**src/hw/rtl/etrt_pkg.sv**
```systemverilog
`default_nettype none
package etrt_pkg;

  localparam int TW = 40;
  localparam int RW = 16;
  localparam logic [TW-1:0] TMAX = {TW{1'b1}};

  localparam logic [1:0] REG_DUR  = 2'd0;
  localparam logic [1:0] REG_TIN  = 2'd1;
  localparam logic [1:0] REG_TOUT = 2'd2;

  localparam logic CMD_LOAD  = 1'b0;
  localparam logic CMD_QUERY = 1'b1;

  typedef enum logic [3:0] {
    ST_IDLE,
    ST_PIECE,
    ST_DIV,
    ST_COMMIT,
    ST_SCAN,
    ST_FDIV,
    ST_ADIV,
    ST_BMUL,
    ST_DONE
  } state_t;

  typedef struct packed {
    logic start_load;
    logic load_second;
    logic piece_setup;
    logic div_start;
    logic commit;
    logic finish_load;
    logic start_query;
    logic scan_step;
    logic fdiv_setup;
    logic adiv_setup;
    logic back_calc;
    logic out_load;
  } ctl_t;

  typedef struct packed {
    logic need_first;
    logic need_second;
    logic piece_keep;
    logic div_busy;
    logic scan_done;
    logic fwd_need_div;
    logic aft_need_div;
  } sts_t;

endpackage
`default_nettype wire

```
**src/hw/rtl/etrt_ctrl.sv**
```systemverilog
`default_nettype none
module etrt_ctrl
  import etrt_pkg::*;
(
  input  wire logic clk,
  input  wire logic rst_n,
  input  wire logic in_fire,
  input  wire logic in_cmd,
  input  wire logic out_taken,
  input  wire sts_t sts,
  output logic      in_ready,
  output logic      out_valid,
  output ctl_t      ctl
);
  state_t state_r, state_nxt;
  logic   second_r, second_nxt;

  always_ff @(posedge clk) begin
    if (!rst_n) begin
      state_r <= ST_IDLE;
      second_r <= 1'b0;
    end else begin
      state_r <= state_nxt;
      second_r <= second_nxt;
    end
  end

  always_comb begin
    state_nxt = state_r;
    second_nxt = second_r;
    ctl = '0;
    in_ready = 1'b0;
    out_valid = 1'b0;
    unique case (state_r)
      ST_IDLE: begin
        in_ready = 1'b1;
        if (in_fire) begin
          if (in_cmd == CMD_LOAD) begin
            ctl.start_load = 1'b1;
            second_nxt = 1'b0;
            state_nxt = ST_PIECE;
          end else begin
            ctl.start_query = 1'b1;
            state_nxt = ST_SCAN;
          end
        end
      end
      ST_PIECE: begin
        if (!second_r && !sts.need_first) begin
          second_nxt = 1'b1;
        end else if (second_r && !sts.need_second) begin
          ctl.finish_load = 1'b1;
          state_nxt = ST_IDLE;
        end else begin
          ctl.piece_setup = 1'b1;
          ctl.load_second = second_r;
          state_nxt = ST_DIV;
        end
      end
      ST_DIV: begin
        ctl.load_second = second_r;
        if (!sts.piece_keep) begin
          state_nxt = ST_COMMIT;
        end else begin
          ctl.div_start = 1'b1;
          state_nxt = ST_COMMIT;
        end
      end
      ST_COMMIT: begin
        ctl.load_second = second_r;
        if (!sts.div_busy) begin
          ctl.commit = sts.piece_keep;
          second_nxt = 1'b1;
          if (second_r) begin
            ctl.finish_load = 1'b1;
            state_nxt = ST_IDLE;
          end else begin
            state_nxt = ST_PIECE;
          end
        end
      end
      ST_SCAN: begin
        if (sts.scan_done) begin
          ctl.fdiv_setup = sts.fwd_need_div;
          ctl.div_start = sts.fwd_need_div;
          state_nxt = ST_FDIV;
        end else begin
          ctl.scan_step = 1'b1;
        end
      end
      ST_FDIV: begin
        if (!sts.div_busy) begin
          ctl.adiv_setup = 1'b1;
          ctl.div_start = sts.aft_need_div;
          state_nxt = ST_ADIV;
        end
      end
      ST_ADIV: begin
        if (!sts.div_busy) begin
          ctl.back_calc = 1'b1;
          state_nxt = ST_BMUL;
        end
      end
      ST_BMUL: begin
        ctl.out_load = 1'b1;
        state_nxt = ST_DONE;
      end
      ST_DONE: begin
        out_valid = 1'b1;
        if (out_taken) state_nxt = ST_IDLE;
      end
      default: state_nxt = ST_IDLE;
    endcase
  end
endmodule
`default_nettype wire

```
**config.mk**
```make
export PLATFORM = sky130hd
export DESIGN_NAME = etrt_ctrl
export DESIGN_NICKNAME = d
export VERILOG_FILES = /design/src/hw/rtl/etrt_pkg.sv /design/src/hw/rtl/etrt_ctrl.sv
export SDC_FILE = /design/constraint.sdc
export NUM_CORES = 1
export LEC_CHECK = 0
export BUFFER_PORTS_ARGS = -buffer_cell sky130_fd_sc_hd__buf_2
export CAP_MARGIN = 40
export CORE_AREA = 2 2 39 41
export CTS_BUF_LIST = sky130_fd_sc_hd__clkbuf_8
export DETAILED_ROUTE_END_ITERATION = 16
export DIE_AREA = 0 0 41 43
export PLACE_DENSITY = 0.67
export SYNTH_ARGS = -nofsm -noshare
export SYNTH_HDL_FRONTEND = slang
export SYNTH_SLANG_ARGS = --single-unit
```
**constraint.sdc**
```tcl
create_clock -name clk -period 2.2 [get_ports clk]
set_clock_uncertainty 0.1 [all_clocks]
set_input_delay 0.11 -clock clk [delete_from_list [all_inputs] [get_ports clk]]
set_output_delay 0.11 -clock clk [all_outputs]
set_load 0.005 [all_outputs]
```
## Word-level counts from Yosys, hierarchy flattened

Cells that the tools add are included.

- Mux-type cells: 44
- Equal/unequal tests: 17
- Reductions and logical operators: 10

Operator list:

| kind | count |
|---|---|
| case mux 4 bit (9 select lines) | 1 |
| two-way mux 4 bit | 7 |
| two-way mux 1 bit | 26 |
| != test 2 bit, second input constant | 9 |
| equality test 4 x 3 -> 1 bit, second input constant | 4 |
| two-way mux 2 bit | 5 |
| equality test 4 x 2 -> 1 bit, second input constant | 2 |
| AND reduction 7 bit | 1 |
| case mux 1 bit (3 select lines) | 2 |
| AND reduction 5 bit | 1 |
| equality test 4 x 1 -> 1 bit, second input constant | 1 |
| equality test 4 bit, second input constant | 1 |
| logical NOT 4 bit | 1 |
| case mux 1 bit (2 select lines) | 2 |
| logical NOT 1 bit | 3 |
| two-way mux 3 bit | 1 |
| nonzero test 3 bit | 1 |
| logical AND 1 bit | 2 |
| OR reduction 2 bit | 1 |

- Register bits after elaboration: 5
- Word-level logic and storage cells: 73
- Bits of input ports: 12

## Logic depth before layout (Yosys ltp)

- Word-level depth: 5
- Mapped depth: 6

## Least setup slack after synthesis

No wires, ideal clock.

- Path type: reg-to-reg
- Start: register state_r[1]
- End: register state_r[1]
- Data arrival time: 1.465 ns
- Data required time: 1.983 ns
- Setup time: 0.117 ns
- Stages on the path, launching flop included: 6
- Setup slack: 0.518 ns
- Path through: dfxtp_1 > buf_4 > nor4_2 > a22o_1 > or4_1 > a32o_1

- Word-level cells in the longest chain between the ends: 3

RTL lines:

| what | line | source |
|---|---|---|
| start: declaration | etrt_ctrl.sv:15 | `state_t state_r, state_nxt;` |
| start signal: assignment | etrt_ctrl.sv:23 | `state_r <= state_nxt;` |
| equality test 4 x 1 -> 1 bit, or another cell as far along | etrt_ctrl.sv:34 | `unique case (state_r)` |
| != test 2 bit (no line) | - |  |
| AND reduction 7 bit (no line) | - |  |

Several ways; a longest one is shown, not always the timed one.
A chain may end at the register's enable or synchronous reset.

==> flow_results.org <==
** Power and ir drop
- Total power :: 0.000743 W
- The share of total power dissipated in the clock network is 22.1%.
- The analysis attributes to net switching a power of 0.000309 W.
- Across the VDD grid, the largest voltage drop is 682 µV.
- Internal :: 0.000434 W
- Net switching is 41.6% of the power.
- Sequential fraction of design power :: 26.6%
- Pwr per Cell Area :: 1070 mW/mm²
- Per report_power, the combinational group accounts for 51.3% of the total.
- Static power due to leakage :: 0.326 nW

** Logic synthesis
- Share of Yosys cell area claimed by the top area cell type :: 19.1%
- Synthesized area :: 524 µm²
- The synthesized design contains 0 enable-type register cells.
- Syn_nets :: 86
- Biggest area consumer among synthesized cells :: sky130_fd_sc_hd__dfxtp_1
- Of the synthesized area, sequential elements account for 19.1%.
- Post-Synthesis Cells :: 74
- Most repeated cell in the gate-level netlist after synthesis :: sky130_fd_sc_hd__nand2_1
- Avg Synthesized Cell Area :: 7.08 µm²
- Count of state elements after synthesis :: 5
- Synth warn :: 0
- Yosys cell types :: 28
- Most frequent cells after synthesis :: 11 x sky130_fd_sc_hd__nand2_1, 5 x sky130_fd_sc_hd__dfxtp_1, 5 x sky130_fd_sc_hd__nor3_1, 5 x sky130_fd_sc_hd__nor4_1
- Primary flip-flop cell chosen by synthesis mapping :: sky130_fd_sc_hd__dfxtp_1
- In the synthesized netlist the async set-or-reset flop fraction comes to 0%.
- Area contributors post-synth :: sky130_fd_sc_hd__dfxtp_1 19%, sky130_fd_sc_hd__nand2_1 7.9%, sky130_fd_sc_hd__nor4_1 6.0%

** Clock tree
- Clock latency on the worst-skew pair, taken at its later pin, is 0.22 ns.
- Post-cts gate resize count :: 0
- TritonCTS created 3 clock buffers.
- In this run the number of H-tree levels came out at 1.
- Clock edge transition at the registers on the reported setup and hold paths :: 0.04 ns
- Clock tree synthesis found a total of 5 sinks.
- TritonCTS built the clock tree.
- Maximum number of buffers from clock root to sink :: 2
- Number of setup buffers added after CTS :: 0
- CTS placed an instance of sky130_fd_sc_hd__clkbuf_8 at the clock tree root.
- Quantity of hold-fixing buffers added after cts :: 0

** GRT
- In the global route stage, overall resource usage came out at 20.4%.
- Vias in the first global route :: 569
- The number of antenna violations at the first check in global routing is 0.
- The total overflow left after global routing is 0.
- Entering global routing, the biggest net connects 17 pins.
- Wire length of the first global-routing pass :: 2.46 mm

** Worst setup path
- The worst register-to-register path ends at state_r[1].
- Along the worst path, the maximum fanout reaches 12.
- For the worst setup path, the data required time is 1.99 ns.
- At the worst endpoint, the arrival time is 1.79 ns.
- The startpoint identified for the worst register-to-register timing path is state_r[2].
- Setup slack, reg-to-reg :: 0.27 ns
- Category of the worst setup path launch point :: flip-flop
- In this run the worst setup path begins at state_r[2].
- WS Path Type :: flip-flop to output port
- Worst Reg-to-Reg Cells :: 4
- Endpoint class of the critical path :: output port

** STA
- Total Neg Setup Slack :: 0 ns
- Number of failing hold endpoints at the final stage :: 0
- RSZ-0062 raised after global routing :: no
- Slew at the pin with the worst max-slew slack :: 0.497 ns
- The number of max-slew violations in the final report came to 0.
- For the finished layout, the period the worst path requires is 2.00 ns.
- Fmax :: 499 MHz
- Max_slew headroom :: 66.0%
- Final setup vio count :: 0
- Fraction of the cycle the final worst path needs :: 91.1%

** Floorplan
- The region available for standard cell placement spans 0.00138 mm².
- Pin placement for this block handled 26 I/O pins.
- Starting density of the core :: 37.9%
- DIE HEIGHT :: 43 µm
- The floorplan has 14 rows.
- The die covers 0.00176 mm².
- Width of the die :: 41 µm

** Hold path
- For hold timing, the worst endpoint is state_r[3].
- Worst hold stages :: 3
- The worst hold path begins at rst_n.
- The worst hold path belongs to the class input pin to flip-flop.

** Routing
- Drt first pass iters :: 4
- For this block, the initial DRC count from the detailed router was 9.
- The routed design has 1.48 mm of wire.
- Via density per instance :: 5.47
- Remaining antenna violation count after routing :: 0
- In the final routed layout, each cell accounts on average for 12.9 µm.
- Drc violations :: 0
- Via total after detailed routing :: 629

** Layout
- Share of cells above drive strength 1 :: 34.3%
- After the last flow step, the layout net total stands at 112.
- Post-synthesis to final-layout area growth :: 32.9%
- Number of cells in the finished layout apart from fillers :: 115
- The layout has 139 filler cells.
- 0 antenna diodes ended up in the layout.

** Place
- During placement, the flow inserted port buffers numbering 25.
- Once detailed placement completed, the half-perimeter wirelength came to 1.10 mm.
- At the end of routability-driven placement, the weighted congestion stood at 0.797.
- After detailed placement, the design holds a cell count of 111.

** Run status
- Run status :: complete, no violations

** Flow run
- Max-cap violations in this run came to 0.
## sequential cells by signal, indices dropped and copies added, names as in the netlist
signal and count:
second_r 1, state_r 4
## power by group through the flow
stage / Combinational (W) / Clock [W] / Sequential, W
3_5_place_dp: 0.000378 / 0 / 0.000194
4_1_cts: 0.000381 / 0.000170 / 0.000192
2_1_floorplan: 0.000360 / 0 / 0.000129
6_report: 0.000381 / 0.000165 / 0.000197
3_3_place_gp: 0.000372 / 0 / 0.000194
5_1_grt: 0.000423 / 0.000181 / 0.000209
## cell families after synthesis
logic type             Yosys count  synth area share (%)
AO/OA/AOI/OAI                   14                  19.6
XOR/XNOR                         1                  1.67
buffers and inverters           10                  10.0
flip-flops                       5                  19.1
multiplexers                     3                  5.73
AND/OR/NAND/NOR                 41                  43.9
## final cells by class
type | count | area, µm² | share of cell area [%]
Multi-Input combinational cell | 59 | 372 | 53.3
Timing Repair Buffer | 28 | 148 | 21.2
Sequential cell | 5 | 101 | 14.5
Clock buffer | 3 | 41.3 | 5.92
Tap cell | 16 | 20.0 | 2.87
Inverter | 3 | 11.3 | 1.62
Clock inverter | 1 | 3.75 | 0.539
## through the flow
stage	worst slack (ns)	utilization (%)	hold slack [ns]	area (µm²)
2_1_floorplan	0.518	-	0.119	524
3_3_place_gp	0.253	47.0	0.348	651
3_5_place_dp	0.201	47.0	0.345	651
4_1_cts	0.193	50.3	0.121	696
5_1_grt	0.0338	50.4	0.132	697
6_report	0.197	50.4	0.126	697
## worst max path at each step
stage	end	slack (ns)	cells past startpoint
global placement	state_r[1]	0.25	4
finish	ctl[6]	0.20	5
floorplan	state_r[1]	0.52	5
detailed placement	state_r[1]	0.20	4
CTS	ctl[6]	0.19	5
global route	ctl[6]	0.03	5
## cell usage in the layout, fill, tap and decap left out, types with 3 or more instances in the layout
| cell | count |
|---|---|
| sky130_fd_sc_hd__buf_2 | 25 |
| sky130_fd_sc_hd__nand2_1 | 11 |
| sky130_fd_sc_hd__nor4_1 | 5 |
| sky130_fd_sc_hd__nor3_1 | 5 |
| sky130_fd_sc_hd__nand2b_1 | 4 |
| sky130_fd_sc_hd__nor2_1 | 4 |
| sky130_fd_sc_hd__a21oi_1 | 4 |
| sky130_fd_sc_hd__inv_1 | 4 |
| sky130_fd_sc_hd__nor3b_1 | 4 |
| sky130_fd_sc_hd__dfxtp_1 | 4 |
| sky130_fd_sc_hd__mux2i_1 | 3 |
| sky130_fd_sc_hd__clkbuf_8 | 3 |
| sky130_fd_sc_hd__buf_4 | 3 |
## worst max-delay path, cell delays in order (launching register included)
cell and delay [ns]:
sky130_fd_sc_hd__dfxtp_1 0.41, sky130_fd_sc_hd__buf_4 0.22, sky130_fd_sc_hd__or3b_2 0.48, sky130_fd_sc_hd__a21oi_1 0.17, sky130_fd_sc_hd__and3_1 0.18, sky130_fd_sc_hd__buf_2 0.11
## per-layer routing
metal  up-vias  routed length, µm  global-route usage, %
li1        323                  -                      -
met1       292                664                   26.6
met2        14                743                   30.0
met3         0                 74                   9.42
met4         0                  0                   4.00
met5         -                  0                      0
No activity file was read; power rests on OpenSTA's default activity.
